`src/sv/ius_pkg.sv`:
```
// ----------------------------------------------------------------------------
// ius_pkg
// Shared constants and types of the integer pixel replication upscaler.
// ----------------------------------------------------------------------------
`default_nettype none

package ius_pkg;

	// line store geometry
	localparam int MAX_WIDTH = 1024;
	localparam int ADDR_W    = $clog2(MAX_WIDTH);
	localparam int PIX_W     = 24;

	// configuration limits
	localparam logic [6:0] SCALE_MAX = 7'd100;

	// result queue geometry
	localparam int QDEPTH = 4;
	localparam int QPTR_W = $clog2(QDEPTH);
	localparam int QCNT_W = $clog2(QDEPTH + 1);

	// command codes
	localparam logic CMD_PIXEL  = 1'b0;
	localparam logic CMD_REPLAY = 1'b1;

	// status codes
	localparam logic STATUS_OK     = 1'b0;
	localparam logic STATUS_REJECT = 1'b1;

	// configuration register indexes
	localparam logic CFG_SCALE = 1'b0;
	localparam logic CFG_WIDTH = 1'b1;

	// one result word
	typedef struct packed {
		logic [7:0] blue;
		logic [7:0] green;
		logic [7:0] red;
		logic [6:0] repeat_count;
		logic [1:0] pad_bytes;
		logic       row_end;
		logic       status;
	} res_t;

	// line store access from the front part
	typedef struct packed {
		logic              wr_en;
		logic              rd_en;
		logic [ADDR_W-1:0] addr;
		logic [PIX_W-1:0]  wdata;
	} mem_req_t;

endpackage

`default_nettype wire

```
`src/sv/ius_queue.sv`:
```
// ----------------------------------------------------------------------------
// ius_queue
// Result queue and output side: holds finished words and drains them to the
// output channel independently of the front part.
// ----------------------------------------------------------------------------
`default_nettype none

module ius_queue (
	input  wire logic                        clk,
	input  wire logic                        arst_n,
	input  wire logic                        push,
	input  wire ius_pkg::res_t               push_res,
	output logic [ius_pkg::QCNT_W-1:0]       count,
	output logic                             out_valid,
	input  wire logic                        out_stall,
	output ius_pkg::res_t                    head
);

	ius_pkg::res_t               entries_q [ius_pkg::QDEPTH];
	logic [ius_pkg::QPTR_W-1:0]  wr_ptr_q;
	logic [ius_pkg::QPTR_W-1:0]  rd_ptr_q;
	logic [ius_pkg::QCNT_W-1:0]  count_q;
	logic                        pop;

	assign count     = count_q;
	assign out_valid = (count_q != '0);
	assign pop       = out_valid && !out_stall;
	assign head      = entries_q[rd_ptr_q];

	// storage
	always_ff @(posedge clk) begin
		if (push) begin
			entries_q[wr_ptr_q] <= push_res;
		end
	end

	// pointers and fill count
	always_ff @(posedge clk or negedge arst_n) begin
		if (!arst_n) begin
			wr_ptr_q <= '0;
			rd_ptr_q <= '0;
			count_q  <= '0;
		end else begin
			if (push) begin
				wr_ptr_q <= wr_ptr_q + 1'b1;
			end
			if (pop) begin
				rd_ptr_q <= rd_ptr_q + 1'b1;
			end
			unique case ({push, pop})
				2'b10:   count_q <= count_q + 1'b1;
				2'b01:   count_q <= count_q - 1'b1;
				default: count_q <= count_q;
			endcase
		end
	end

endmodule

`default_nettype wire

```
`config.mk`:
```
export PLATFORM = sky130hd
export DESIGN_NAME = ius_queue
export DESIGN_NICKNAME = d
export VERILOG_FILES = /design/src/sv/ius_pkg.sv /design/src/sv/ius_queue.sv
export SDC_FILE = /design/constraint.sdc
export NUM_CORES = 1
export LEC_CHECK = 0
export ABC_AREA = 1
export BUFFER_PORTS_ARGS = -buffer_cell sky130_fd_sc_hd__buf_2
export CORE_MARGIN = 5
export CORE_UTILIZATION = 52
export DETAILED_ROUTE_END_ITERATION = 16
export PLACE_DENSITY_LB_ADDON = 0.15
export REMOVE_ABC_BUFFERS = 1
export SLEW_MARGIN = 10
export SYNTH_ARGS = -nofsm -noshare
export SYNTH_HDL_FRONTEND = slang
export SYNTH_SLANG_ARGS = --single-unit
export TNS_END_PERCENT = 1
```
`constraint.sdc`:
```
create_clock -name clk -period 1.8 [get_ports clk]
set_input_delay 0.09 -clock clk [delete_from_list [all_inputs] [get_ports clk]]
set_output_delay 0.09 -clock clk [all_outputs]
set_load 0.1 [all_outputs]
```
Word level (Yosys, flattened, before mapping)
Memories as Yosys holds them, arrays and structs flattened.
Index checks and enable logic that the tools add are counted.
{ "totals": {"elab_cells": 17, "mem_count": 1, "out_inout_bits": 39, "input_bits": 39, "romBits": 0, "regBits": 7, "latch_bits": 0, "ram_bits": 140} }
{ "memory_table": {"columns": ["memory", "depth", "word_bits", "read_ports", "rd_ports_with_merged_regs", "write_ports", "line", "text"], "rows": [
  ["entries_q", 4, 35, 1, 0, 1, "ius_queue.sv:19", "ius_pkg::res_t entries_q [ius_pkg::QDEPTH];"]
]} }
{ "op_classes": {"addsub": 4, "multipliers": 0, "magnitude_cmp": 0, "mux": 3, "n_shift": 0, "n_reduce_logical": 4, "bitwise_logic": 0, "eq_ne": 2, "n_div": 0} }
{ "ops": {"columns": ["operator", "count"], "rows": [
  ["3-bit case mux with 2 select lines", 1],
  ["2-bit by 1-bit adder with 2-bit output (second input constant)", 2],
  ["3-bit by 1-bit adder with 3-bit output (second input constant)", 1],
  ["3-bit nonzero test", 1],
  ["3-bit by 1-bit subtractor with 3-bit output (second input constant)", 1],
  ["2-bit by 1-bit == test with 1-bit output (second input constant)", 1],
  ["2-bit == test (second input constant)", 1],
  ["1-bit two-way mux", 2],
  ["2-bit nonzero test", 1],
  ["1-bit logical AND", 1],
  ["1-bit zero test", 1]
]} }

Logic depth before layout (Yosys ltp)
{ "logic_depth": {"depth_word": 4, "mapped_depth": 12, "depth_no_buf": 12} }

Least setup slack after synthesis
OpenSTA, ideal clock, no wires.
{ "synth_path": {"path_kind": "reg-to-reg", "from": "reg count_q, in the netlist count[1]", "to": "reg count_q, in the netlist count[2]", "path_buffers": 0, "setup_ns": 0.122, "t_required_ns": 1.678, "t_arrival_ns": 3.037, "slack_ns": -1.359, "stages_incl_launch_ff": 12, "period_less_slack_ns": 3.159, "path_cell_list": "dfrtp_1 -> inv_1 -> nand3_1 -> nand2_1 -> inv_1 -> ha_1 -> inv_1 -> fa_1 -> nand2_1 -> nand3_1 -> nand2_1 -> nand2_1"} }
{ "synth_via": {"elab_chain_cells": 4, "word_cells_on_any_way": 8, "cone_classes": "add/sub (2); eq/ne (2); mux (1); reduce/logical (3)"} }
{ "synth_lines": {"columns": ["element", "line", "text"], "rows": [
  ["start: declaration", "ius_queue.sv:22", "logic [ius_pkg::QCNT_W-1:0] count_q;"],
  ["start signal: assignment", "ius_queue.sv:51", "2'b10: count_q <= count_q + 1'b1;"],
  ["start signal: assignment", "ius_queue.sv:52", "2'b01: count_q <= count_q - 1'b1;"],
  ["start signal: assignment", "ius_queue.sv:53", "default: count_q <= count_q;"],
  ["3-bit nonzero test (*)", "ius_queue.sv:26", "assign out_valid = (count_q != '0);"],
  ["net out_valid", "ius_queue.sv:14", "output logic out_valid,"],
  ["1-bit logical AND (*)", "ius_queue.sv:27", "assign pop = out_valid && !out_stall;"],
  ["net pop", "ius_queue.sv:23", "logic pop;"],
  ["2-bit by 1-bit == test with 1-bit output / 2-bit == test (equally long branches)", "ius_queue.sv:50", "unique case ({push, pop})"],
  ["3-bit case mux with 2 select lines / 2-bit nonzero test (equally long branches)", null, null]
]} }
Mark *: on every way through the listed nets, which the timed path passes. The rest lies on a longest branch.
A chain may end at the register's enable or synchronous reset.

==> results.sh <==
export IMPL_wl_per_cell_um=16.26
export IMPL_critical_path_required_ps=1710
export IMPL_final_max_slew_viol_count=0
export IMPL_grt_pass1_vias=3878
export IMPL_rsz0062_at_grt="yes"
export IMPL_num_vias=3838
export IMPL_path_cells="clkinv_8 > buf_16 > o211ai_1 > nand2_1 > buf_12"
export IMPL_max_stage_delay_ps=420
export IMPL_grt_util_met2_pct=30.97
export IMPL_gp_congestion=0.8096
export IMPL_drtIter0Drc=239
export IMPL_pre_cts_ws_ps=66.86
export IMPL_fmax_ghz=0.5583
export IMPL_dp_hpwl_um=7056
export IMPL_fp_row_count=40
export IMPL_antenna_cells=0
export IMPL_crit_fanout=28
export IMPL_tns_ps=0
export IMPL_overflow=0
export IMPL_first_pass_iters=4
export IMPL_cp_slowest_cell="dfrtp_2"
export IMPL_fp_dieH_um=119.7
export IMPL_wl_um=12370
export IMPL_grt_use_met1_pct=22.73
export IMPL_hold_violations=0
export IMPL_period_minus_slack_ps=1791
export IMPL_cts_buffers=17
export IMPL_drc_errors=0
export IMPL_dieArea_mm2=0.01433
export IMPL_regToRegStartpoint="count[2]$_DFFE_PN0P_"
export IMPL_synth_avg_cell_area_um2=13.49
export IMPL_layout_common_cells="edfxtp_1 (140), nand2_1 (111), inv_1 (69)"
export IMPL_rr_worst_depth=8
export IMPL_io_pins=78
export IMPL_drive_above_1_share_pct=34.53
export IMPL_nets=646
export IMPL_rrSetupSlack_ps=140
export IMPL_fin_cells=761
export IMPL_routed_via_density=5.043
export IMPL_cp_endpoint="head[20]"
export IMPL_cp_end_kind="output port"
export IMPL_cts_sinks=147
export IMPL_htreeDepth=4
export IMPL_yosysWarnings=0
export IMPL_fill_cells=789
export IMPL_ant_nets=0
export IMPL_ys_types=21
export IMPL_die_width_um=119.7
export IMPL_relSlewSlack_pct=67.32
export IMPL_skew_ps=7.556
export IMPL_finalCritPeriodShare_pct=99.51
export IMPL_use_met3_pct=4.713
export IMPL_status="finished clean"
export IMPL_clk_insertion_delay_late_ps=410
export IMPL_tightest_slew_ps=493.6
export IMPL_antenna_found_initial=0
export IMPL_place_detailed_instances=682
export IMPL_fin_ws_ps=8.786
export IMPL_io_buffers=77
export IMPL_r2r_end="count[1]$_DFFE_PN0P_"
export IMPL_start_kind="register"
export IMPL_synth_seq_cells=147
export IMPL_syn_to_final_growth_pct=36.43
export IMPL_grt_pass1_wl_um=19760
export IMPL_busiest_layer="met2"
export IMPL_finish_utilization_pct=71.68
export IMPL_maxCapViolations=0
export IMPL_root_buffer="clkbuf_16"
export IMPL_grt_max_degree=29
export IMPL_arrival_ps=1700
export IMPL_synthCells=464
export IMPL_crit_type="reg2out"
export IMPL_grt_use_total_pct=17.99
export IMPL_hp_class="in2async"
export IMPL_core_area_mm2=0.01191
export IMPL_clockBufferDepth=2
export IMPL_setup_viol=0
export IMPL_synth_area_mm2=0.006259
export IMPL_start_util_pct=52.54
export IMPL_cts_tree="done"
export IMPL_ys_seq_area_share_pct=69.97
export IMPL_layout_commonest_cell="edfxtp_1"
export IMPL_path_clk_slew_ps=60
export IMPL_startpoint="rd_ptr_q[0]$_DFFE_PN0P_"
-- cell type report --
cell class	count	area (µm²)	share of cell area, %
Timing Repair Buffer	140	1647	19.28
Timing Repair inverter	1	6.256	0.07327
Sequential cell	147	4382	51.32
Clock inverter	10	108.9	1.275
Multi-Input combinational cell	207	1395	16.34
Inverter	87	341.6	4.001
Tap cell	147	183.9	2.154
Clock buffer	22	474.2	5.554
-- critical path: cells and delay by family (launching register included) --
family,cells,cell delay (ps)
AOI/OAI and AO/OA,1,180
buffers and inverters,3,540
and+or+nand+nor,1,130
DFF,1,420
-- cells by family (layout without fill, tap and decap cells) --
| kind of cell | Yosys count | after routing | share of synthesized area [%] |
|---|---|---|---|
| AO/OA/AOI/OAI | 72 | 72 | 12.39 |
| XOR/XNOR | 2 | 2 | 0.2799 |
| adder cells (fa/ha/maj) | 6 | 6 | 1.319 |
| buffers and inverters | 110 | 260 | 8.297 |
| flip-flops | 147 | 147 | 69.97 |
| AND/OR/NAND/NOR | 127 | 127 | 7.737 |
-- layer usage --
metal	vias to the layer above	share of wire [%]	wire (µm)
li1	1879	-	-
met1	1872	43	5371
met2	74	53	6502
met3	13	3.1	380
met4	0	0.94	116
met5	-	0	0
-- through the flow --
stage                     hold slack [ps]  instance area (µm²)
after floorplan                    -205.6                 6068
after global placement             -70.05                 7345
after detailed placement           -64.89                 7345
after CTS                           28.85                 8438
after global routing                43.35                 8538
final                               45.35                 8538
-- Yosys cell counts --
library cell | instances | area share, %
inv_2 | 13 | 0.78
nand3_1 | 4 | 0.32
edfxtp_1 | 140 | 67
nand2_1 | 121 | 7.3
ha_1 | 5 | 1.0
fa_1 | 1 | 0.32
o21ai_0 | 1 | 0.080
xnor2_1 | 1 | 0.14
nor2_1 | 1 | 0.060
inv_4 | 1 | 0.10
o211ai_2 | 48 | 9.6
buf_6 | 10 | 1.8
nand4_1 | 1 | 0.10
dfrtp_1 | 7 | 2.8
o211ai_1 | 22 | 2.6
inv_1 | 72 | 4.3
buf_4 | 5 | 0.60
buf_2 | 8 | 0.64
xor2_1 | 1 | 0.14
o21ai_1 | 1 | 0.080
clkinv_1 | 1 | 0.060
-- worst min path at each step --
| stage | from | to | slack, ps | cells past startpoint |
|---|---|---|---|---|
| finish | arst_n | count[0]$_DFFE_PN0P_ | 50 | 2 |
| global route | arst_n | count[0]$_DFFE_PN0P_ | 40 | 2 |
| CTS | arst_n | count[0]$_DFFE_PN0P_ | 30 | 2 |
| detailed placement | arst_n | count[2]$_DFFE_PN0P_ | -60 | 1 |
| global placement | arst_n | count[2]$_DFFE_PN0P_ | -70 | 1 |
| floorplan | arst_n | count[0]$_DFFE_PN0P_ | -210 | 0 |
-- flip-flops by register name, indices dropped and copies added (netlist names) --
signal,flops
count,3
entries_q,140
wr_ptr_q,2
rd_ptr_q,2
-- timing repair --
| item | 4_1_cts | 5_1_grt |
|---|---|---|
| gates resized for setup | 10 | 16 |
| endpoints found under the hold margin | 151 | 0 |
| cloned | 4 | 2 |
| endpoints found under the setup margin | 31 | 25 |
| pin swaps | 1 | 5 |
| hold buffers | 38 | 0 |
| setup buffers | 2 | 1 |
Power is left out: the tool's default activity adds up to more than one toggle a clock period on the data nets, which glitch-free logic cannot reach.
