--- config.mk ---
export PLATFORM = sky130hd
export DESIGN_NAME = ius_front
export DESIGN_NICKNAME = d
export VERILOG_FILES = /design/src/sv/ius_pkg.sv /design/src/sv/ius_front.sv
export SDC_FILE = /design/constraint.sdc
export NUM_CORES = 1
export LEC_CHECK = 0
export ABC_AREA = 1
export BUFFER_PORTS_ARGS = -buffer_cell sky130_fd_sc_hd__buf_2
export CELL_PAD_IN_SITES_DETAIL_PLACEMENT = 0
export CELL_PAD_IN_SITES_GLOBAL_PLACEMENT = 1
export CORE_MARGIN = 3
export CORE_UTILIZATION = 30
export CTS_CLUSTER_DIAMETER = 50
export DETAILED_ROUTE_END_ITERATION = 6
export PLACE_DENSITY = 0.68
export SYNTH_ARGS = -nofsm -noshare
export SYNTH_HDL_FRONTEND = slang
export SYNTH_SLANG_ARGS = --single-unit
--- constraint.sdc ---
create_clock -name clk -period 4.1 [get_ports clk]
set_input_delay 0.205 -clock clk [delete_from_list [all_inputs] [get_ports clk]]
set_output_delay 0.205 -clock clk [all_outputs]
set_load 0.01 [all_outputs]
--- src/sv/ius_pkg.sv ---
// ----------------------------------------------------------------------------
// ius_pkg
// Shared constants and types of the integer pixel replication upscaler.
// ----------------------------------------------------------------------------
`default_nettype none

package ius_pkg;

	// line store geometry
	localparam int MAX_WIDTH = 1024;
	localparam int ADDR_W    = $clog2(MAX_WIDTH);
	localparam int PIX_W     = 24;

	// configuration limits
	localparam logic [6:0] SCALE_MAX = 7'd100;

	// result queue geometry
	localparam int QDEPTH = 4;
	localparam int QPTR_W = $clog2(QDEPTH);
	localparam int QCNT_W = $clog2(QDEPTH + 1);

	// command codes
	localparam logic CMD_PIXEL  = 1'b0;
	localparam logic CMD_REPLAY = 1'b1;

	// status codes
	localparam logic STATUS_OK     = 1'b0;
	localparam logic STATUS_REJECT = 1'b1;

	// configuration register indexes
	localparam logic CFG_SCALE = 1'b0;
	localparam logic CFG_WIDTH = 1'b1;

	// one result word
	typedef struct packed {
		logic [7:0] blue;
		logic [7:0] green;
		logic [7:0] red;
		logic [6:0] repeat_count;
		logic [1:0] pad_bytes;
		logic       row_end;
		logic       status;
	} res_t;

	// line store access from the front part
	typedef struct packed {
		logic              wr_en;
		logic              rd_en;
		logic [ADDR_W-1:0] addr;
		logic [PIX_W-1:0]  wdata;
	} mem_req_t;

endpackage

`default_nettype wire

--- src/sv/ius_front.sv ---
// ----------------------------------------------------------------------------
// ius_front
// Accepts and classifies input words, keeps the row and replay positions,
// drives the line store and hands finished results to the queue.
// ----------------------------------------------------------------------------
`default_nettype none

module ius_front (
	input  wire logic                     clk,
	input  wire logic                     arst_n,
	// configuration
	input  wire logic                     cfg_valid,
	input  wire logic                     cfg_index,
	input  wire logic [10:0]              cfg_data,
	// input channel
	input  wire logic                     in_valid,
	output logic                          in_stall,
	input  wire logic                     cmd,
	input  wire logic [7:0]               blue_in,
	input  wire logic [7:0]               green_in,
	input  wire logic [7:0]               red_in,
	// line store
	output ius_pkg::mem_req_t             mem_req,
	input  wire logic [ius_pkg::PIX_W-1:0] mem_rdata,
	// result queue
	input  wire logic [ius_pkg::QCNT_W-1:0] q_count,
	output logic                          push,
	output ius_pkg::res_t                 push_res
);

	logic [6:0]                   scale_q;
	logic [10:0]                  row_width_q;
	logic [ius_pkg::ADDR_W-1:0]   column_q;
	logic [6:0]                   replays_left_q;
	logic [ius_pkg::ADDR_W-1:0]   replay_column_q;

	logic [6:0]                   eff_scale;
	logic [10:0]                  eff_width;
	logic [ius_pkg::ADDR_W-1:0]   last;
	logic [1:0]                   prod;
	logic [1:0]                   pad;
	logic [ius_pkg::QCNT_W:0]     occupancy;
	logic                         accept;
	logic                         is_pixel;
	logic                         is_replay;
	logic                         pix_end;
	logic                         rep_end;

	// stage 1 holds the classified word while the line store read completes
	logic                         valid_s1;
	logic                         use_ram_s1;
	ius_pkg::res_t                res_s1;

	// effective configuration
	always_comb begin
		if (scale_q == 7'd0) begin
			eff_scale = 7'd1;
		end else if (scale_q > ius_pkg::SCALE_MAX) begin
			eff_scale = ius_pkg::SCALE_MAX;
		end else begin
			eff_scale = scale_q;
		end
		if (row_width_q == 11'd0) begin
			eff_width = 11'd1;
		end else if (row_width_q > 11'(ius_pkg::MAX_WIDTH)) begin
			eff_width = 11'(ius_pkg::MAX_WIDTH);
		end else begin
			eff_width = row_width_q;
		end
		last = ius_pkg::ADDR_W'(eff_width - 11'd1);
		// output row padding depends only on the low two bits of the byte count
		prod = eff_width[1:0] * eff_scale[1:0] * 2'd3;
		pad  = 2'd0 - prod;
	end

	// flow control: room for the word in flight plus a new one
	assign occupancy = {1'b0, q_count} + {{ius_pkg::QCNT_W{1'b0}}, valid_s1};
	assign in_stall  = (occupancy >= (ius_pkg::QCNT_W + 1)'(ius_pkg::QDEPTH));
	assign accept    = in_valid && !in_stall;

	// classification
	assign is_pixel  = (cmd == ius_pkg::CMD_PIXEL) && (replays_left_q == 7'd0);
	assign is_replay = (cmd == ius_pkg::CMD_REPLAY) && (replays_left_q != 7'd0);
	assign pix_end   = (column_q >= last);
	assign rep_end   = (replay_column_q >= last);

	// line store access
	always_comb begin
		mem_req.wr_en = accept && is_pixel;
		mem_req.rd_en = accept && is_replay;
		mem_req.addr  = is_pixel ? column_q : replay_column_q;
		mem_req.wdata = {red_in, green_in, blue_in};
	end

	// configuration registers
	always_ff @(posedge clk or negedge arst_n) begin
		if (!arst_n) begin
			scale_q     <= 7'd1;
			row_width_q <= 11'd1;
		end else if (cfg_valid) begin
			unique case (cfg_index)
				ius_pkg::CFG_SCALE: scale_q     <= cfg_data[6:0];
				ius_pkg::CFG_WIDTH: row_width_q <= cfg_data;
				default:            scale_q     <= scale_q;
			endcase
		end
	end

	// row and replay positions
	always_ff @(posedge clk or negedge arst_n) begin
		if (!arst_n) begin
			column_q        <= '0;
			replays_left_q  <= 7'd0;
			replay_column_q <= '0;
		end else if (accept) begin
			if (is_pixel) begin
				if (pix_end) begin
					column_q        <= '0;
					replays_left_q  <= eff_scale - 7'd1;
					replay_column_q <= '0;
				end else begin
					column_q <= column_q + 1'b1;
				end
			end else if (is_replay) begin
				if (rep_end) begin
					replay_column_q <= '0;
					replays_left_q  <= replays_left_q - 7'd1;
				end else begin
					replay_column_q <= replay_column_q + 1'b1;
				end
			end
		end
	end

	// stage 1 valid
	always_ff @(posedge clk or negedge arst_n) begin
		if (!arst_n) begin
			valid_s1 <= 1'b0;
		end else begin
			valid_s1 <= accept;
		end
	end

	// stage 1 payload
	always_ff @(posedge clk) begin
		if (accept) begin
			use_ram_s1 <= is_replay;
			if (is_pixel || is_replay) begin
				res_s1.blue         <= blue_in;
				res_s1.green        <= green_in;
				res_s1.red          <= red_in;
				res_s1.repeat_count <= eff_scale;
				res_s1.row_end      <= is_pixel ? pix_end : rep_end;
				res_s1.pad_bytes    <= (is_pixel ? pix_end : rep_end) ? pad : 2'd0;
				res_s1.status       <= ius_pkg::STATUS_OK;
			end else begin
				res_s1.blue         <= 8'd0;
				res_s1.green        <= 8'd0;
				res_s1.red          <= 8'd0;
				res_s1.repeat_count <= 7'd0;
				res_s1.row_end      <= 1'b0;
				res_s1.pad_bytes    <= 2'd0;
				res_s1.status       <= ius_pkg::STATUS_REJECT;
			end
		end
	end

	// merge replayed pixel from the line store
	always_comb begin
		push     = valid_s1;
		push_res = res_s1;
		if (use_ram_s1) begin
			push_res.blue  = mem_rdata[7:0];
			push_res.green = mem_rdata[15:8];
			push_res.red   = mem_rdata[23:16];
		end
	end

endmodule

`default_nettype wire

# Yosys cells after proc, flatten, opt, wreduce, memory -nomap -nowiden

Cells that the tools add are included.
Widths: inputs -> output; s select.

Register bits after elaboration: 82
Logic and storage cells: 67
Output and inout port bits: 73
Input port bits: 68

Reductions and logical operators: 19
Add/sub/neg operators: 7
Equality and inequality tests: 1
Bitwise logic cells: 2
Order comparisons: 5
Multiply operators: 2
Muxes and demuxes: 17

Operators with widths:

| kind                  | number |
|---|---|
| $mux 10               | 8 |
| $mux 7                | 6 |
| $mux 24               | 1 |
| $add 10x1->10 const B | 2 |
| $ge 10x10->1          | 2 |
| $logic_not 7->1       | 2 |
| $sub 7x1->7 const B   | 2 |
| $gt 11x11->1 const B  | 1 |
| $logic_not 11->1      | 1 |
| $sub 10x1->10 const B | 1 |
| $reduce_and 2->1      | 4 |
| $gt 7x7->1 const B    | 1 |
| $reduce_bool 7->1     | 1 |
| $logic_and 1x1->1     | 5 |
| $add 3x1->4           | 1 |
| $ge 4x3->1 const B    | 1 |
| $reduce_and 4->1      | 1 |
| $reduce_bool 2->1     | 2 |
| $reduce_and 3->1      | 1 |
| $mul 2x1->2 const B   | 1 |
| $mul 2x2->2           | 1 |
| $mux 1                | 2 |
| $ne 2x1->1 const B    | 1 |
| $not 1->1             | 2 |
| 3 further kinds       | 3 |

# Depth between registers and ports, before layout

Depth in word-level cells: 8
Mapped depth: 21
Depth with buffers taken out: 21

# Worst setup path after synthesis

No wires, ideal clock.

Path type: register to register
Start point: register row_width_q[6]
End point: register res_s1 (netlist bit push_res[3]) (data pin)
Path buffers: 1
Setup time: 256 ps
Required time: 3844 ps
Setup slack: 1285 ps
Cell stages (with the launch flop): 20
Arrival: 2560 ps
Period minus slack after synthesis: 2815 ps
Cell sequence: dfrtp_1 nor2_1 nand2_1 o21bai_4 buf_6 nand2_1 ha_1 nand2_1 xnor2_1 ha_1 nand4_1 o221ai_1 a21oi_1 nand2_1 inv_1 nand3_1 nand4_2 nand2_4 nand2_2 nor2_1

Word-level cells in the longest chain between the ends: 7

Ends and longest elaborated chain:

| element                                                             | RTL line         | source |
|---|---|---|
| start, declared                                                     | ius_front.sv:32  | `logic [10:0] row_width_q;` |
| start signal, assigned                                              | ius_front.sv:103 | `ius_pkg::CFG_WIDTH: row_width_q <= cfg_data;` |
| $gt 11x11->1                                                        | ius_front.sv:65  | `end else if (row_width_q > 11'(ius_pkg::MAX_WIDTH)) begin` |
| $mux 10                                                             | ius_front.sv:65  |  |
| $mux 10 *                                                           | ius_front.sv:63  | `if (row_width_q == 11'd0) begin` |
| parallel branches: the longest is 4 deep, another holds $mul 2x2->2 | -                |  |
| end, declared                                                       | ius_front.sv:52  | `ius_pkg::res_t res_s1;` |

Every way passes the cells marked *.
A chain may end at the register's enable or synchronous reset.

# Final worst setup path

Start point: register row_width_q[6]
End point: register replay_column_q[3] (netlist bit)

Word-level cells in the longest chain between the ends: 8

Ends and longest elaborated chain:

| element              | RTL line         | source |
|---|---|---|
| $gt 11x11->1         | ius_front.sv:65  |  |
| $mux 10              | ius_front.sv:65  |  |
| $mux 10 *            | ius_front.sv:63  |  |
| $sub 10x1->10 *      | ius_front.sv:70  | `last = ius_pkg::ADDR_W'(eff_width - 11'd1);` |
| $ge 10x10->1         | ius_front.sv:85  | `assign rep_end = (replay_column_q >= last);` |
| $mux 10              | ius_front.sv:125 | `if (rep_end) begin` |
| $mux 10              | ius_front.sv:124 | `end else if (is_replay) begin` |
| $mux 10              | ius_front.sv:116 | `if (is_pixel) begin` |
| end signal, assigned | ius_front.sv:129 | `replay_column_q <= replay_column_q + 1'b1;` |
| end, declared        | ius_front.sv:35  | `logic [ius_pkg::ADDR_W-1:0] replay_column_q;` |

Every way passes the cells marked *; elsewhere a longest branch is shown, timed or not. The select of a mux whose other input is x is not followed.

==> flow_metrics.py <==
metrics = {
    "floorplan": {
        "die_w_um": 138,
        "core_um2": 16800,
        "io_pins": 141,
        "initial_core_util": 0.310,
        "die_area_um2": 19000,
        "rows": 47,
        "dieHeight_um": 138,
    },
    "sta": {
        "finalMaxSlewViolations": 0,
        "slew-limit-headroom": 0.290,
        "setup_violations": 0,
        "max_freq_mhz": 299,
        "period_needed_ns": 3.35,
        "tightest_slew_ns": 1.07,
        "fin_skew_ns": 0.00542,
        "final.setup.tns_ns": 0,
        "hold_viol_final": 0,
        "fin_crit_sh": 0.817,
        "grt_setup_unrepaired": "no",
    },
    "cells_and_area": {
        "multi_input_area_um2": 2320,
        "drive_gt1_frac": 0.312,
        "nets": 791,
        "fill_cells": 1792,
        "diodes": 0,
        "syn_to_final_growth_pct": 17.9,
        "final_area_um2": 6140,
        "seq_area_um2": 2230,
    },
    "route": {
        "vias": 4225,
        "remaining_drc_errors": 0,
        "routed_wl_um": 13000,
        "first_pass_iters": 4,
        "drt_iter0_markers": 182,
        "ant_nets": 0,
        "wl_per_cell_um": 14.0,
        "viasPerCell": 4.55,
    },
    "synth": {
        "syn-num-nets": 688,
        "avgSynthCellArea_um2": 8.67,
        "synthCells": 600,
        "yosysSeqAreaShare": 0.429,
        "mappedNetlistArea_um2": 5200,
        "synth_seq_cells": 82,
        "ys_types": 34,
        "yosysWarnings": 0,
    },
    "critical_path": {
        "r2r_cells": 17,
        "timing.rr.start": "row_width_q[6]",
        "crit_type": "reg -> reg",
        "rrSetupSlack_ns": 0.75,
        "crit_arrival_ns": 3.62,
        "cp-end-kind": "flip-flop",
        "required_ns": 4.37,
        "r2r_end": "replay_column_q[3]",
        "crit_path_max_fanout": 20,
        "startpoint_type": "flip-flop",
    },
    "cts": {
        "root_buffer": "clkbuf_16",
        "clock_latency_ns": 0.34,
        "post-cts-setup-buffers": 0,
        "clkTransAtPathRegs_ns": 0.06,
        "hold_buffers": 0,
        "clock_sinks": 82,
        "cts_buffers": 9,
        "cts_resized": 0,
        "cts_max_level": 3,
        "cts_buffer_depth": 2,
        "cts_tree": "built",
    },
    "place": {
        "portBuffers": 140,
        "place_area_um2": 5850,
        "gp_congestion": 0.860,
        "place_hpwl_um": 10100,
    },
    "global_route": {
        "first_global_vias": 4120,
        "grt_pass1_wl_um": 20000,
        "overflow": 0,
        "grt_max_degree": 47,
        "grtUsageTotal": 0.136,
        "antenna_found_initial": 0,
    },
    "job": {
        "drv_cap": 0,
    },
    "pwr": {
        "peakVddDrop_v": 0.000234,
        "power.total_mw": 3.59,
        "p_leak_nw": 3.02,
        "p_per_area_nw_per_um2": 584,
    },
    "min_path": {
        "hold_class": "in -> async",
    },
    "outcome": {
        "status": "finished clean",
    },
}
==> registers in the layout, summed over array words and instances, names as in the netlist <==
name / flops
column_q: 10
push: 1
push_res: 11
replay_column_q: 10
replays_left_q: 7
res_s1: 24
row_width_q: 11
scale_q: 7
use_ram_s1: 1
==> cell usage in the layout (no fill, tap or decap), types with 5 or more instances in the layout <==
cell / netlist / final
buf_2: 0 / 140
nand2_1: 110 / 110
inv_1: 73 / 73
nor2_1: 62 / 62
dfrtp_1: 44 / 44
nand3_1: 41 / 41
o21ai_0: 36 / 36
edfxtp_1: 36 / 36
mux2_2: 26 / 26
ha_1: 20 / 20
xor2_1: 18 / 18
a21oi_1: 15 / 15
o21ai_2: 10 / 10
clkbuf_16: 0 / 9
nor3_1: 8 / 8
nand3_2: 6 / 6
xnor2_1: 6 / 6
nand4_1: 5 / 5
nand3b_1: 5 / 5
==> stage by stage <==
stage	cells	setup slack (ns)	util	hold WS (ns)
2_1_floorplan	600	1.28	-	-0.0906
3_3_place_gp	912	0.862	0.349	0.449
3_5_place_dp	912	0.765	0.349	0.455
4_1_cts	928	0.738	0.366	0.0904
5_1_grt	928	0.379	0.366	0.0972
6_report	928	0.752	0.366	0.0616
==> final cells by class <==
type / instances / area share
Timing Repair Buffer: 144 / 0.119
Inverter: 77 / 0.0471
Sequential cell: 82 / 0.364
Multi-Input combinational cell: 389 / 0.379
Clock buffer: 9 / 0.0367
Clock inverter: 7 / 0.00958
Tap cell: 220 / 0.0449
==> routing by layer <==
layer	GRT usage	vias up	routed length, um
met1	0.165	1924	5720
met3	0.0223	13	859
met4	0.0510	0	181
li1	-	2140	-
met5	0	-	0
met2	0.241	148	6210
==> power breakdown <==
group	switching, mW	internal, mW
clock network	0.356	0.420
registers	0.134	1.10
logic	1.00	0.579
==> worst max-delay path by stage <==
| stage | from | endpoint | slack, ns | cells after the start |
|---|---|---|---|---|
| floorplan | row_width_q[6] | push_res[3] | 1.28 | 19 |
| global placement | row_width_q[1] | replay_column_q[2] | 0.86 | 17 |
| detailed placement | row_width_q[1] | replay_column_q[6] | 0.76 | 17 |
| CTS | row_width_q[1] | replay_column_q[2] | 0.74 | 17 |
| global route | row_width_q[3] | replay_column_q[5] | 0.38 | 17 |
| finish | row_width_q[6] | replay_column_q[3] | 0.75 | 17 |
==> critical path, stage by stage (launching register included) <==
cell	delay, ns
dfrtp_1	0.42
nor2_1	0.16
nand2_1	0.11
o21bai_4	0.31
nand2_2	0.17
ha_1	0.26
nand2_1	0.14
xnor2_1	0.17
ha_1	0.28
nand4_1	0.10
o221ai_1	0.12
a21oi_1	0.18
nand3_1	0.11
nand3_2	0.10
nand3_2	0.06
nand2_2	0.37
nand2_1	0.13
o21ai_2	0.07
==> cell usage after synthesis (all sizes together) <==
library cell / n / share of area
nor3b: 1 / 0.0014
o21ai: 46 / 0.051
inv: 77 / 0.056
o221ai: 2 / 0.0034
o21bai: 1 / 0.0036
nor2: 62 / 0.045
buf: 40 / 0.060
nor3: 8 / 0.0077
a21o: 2 / 0.0034
edfxtp: 36 / 0.21
dfstp: 2 / 0.010
a21oi: 15 / 0.014
a21boi: 1 / 0.0014
xnor2: 6 / 0.010
mux2: 26 / 0.056
clkbuf: 12 / 0.0087
nand3: 47 / 0.051
o41ai: 3 / 0.0051
dfrtp: 44 / 0.21
ha: 20 / 0.048
nand2: 116 / 0.088
nand4: 7 / 0.011
xor2: 18 / 0.030
nor4: 3 / 0.0077
nand3b: 5 / 0.0072
==> kinds of logic (layout without fill, tap and decap cells) <==
family          Yosys count  after routing  synth area share
compound gates           70             70            0.0827
xor+xnor                 24             24            0.0404
fa+ha+maj                20             20            0.0481
buf+inv                 129            237             0.124
flops                    82             82             0.429
mux                      26             26            0.0563
simple gates            249            249             0.219
No activity file was read; power rests on OpenSTA's default activity.
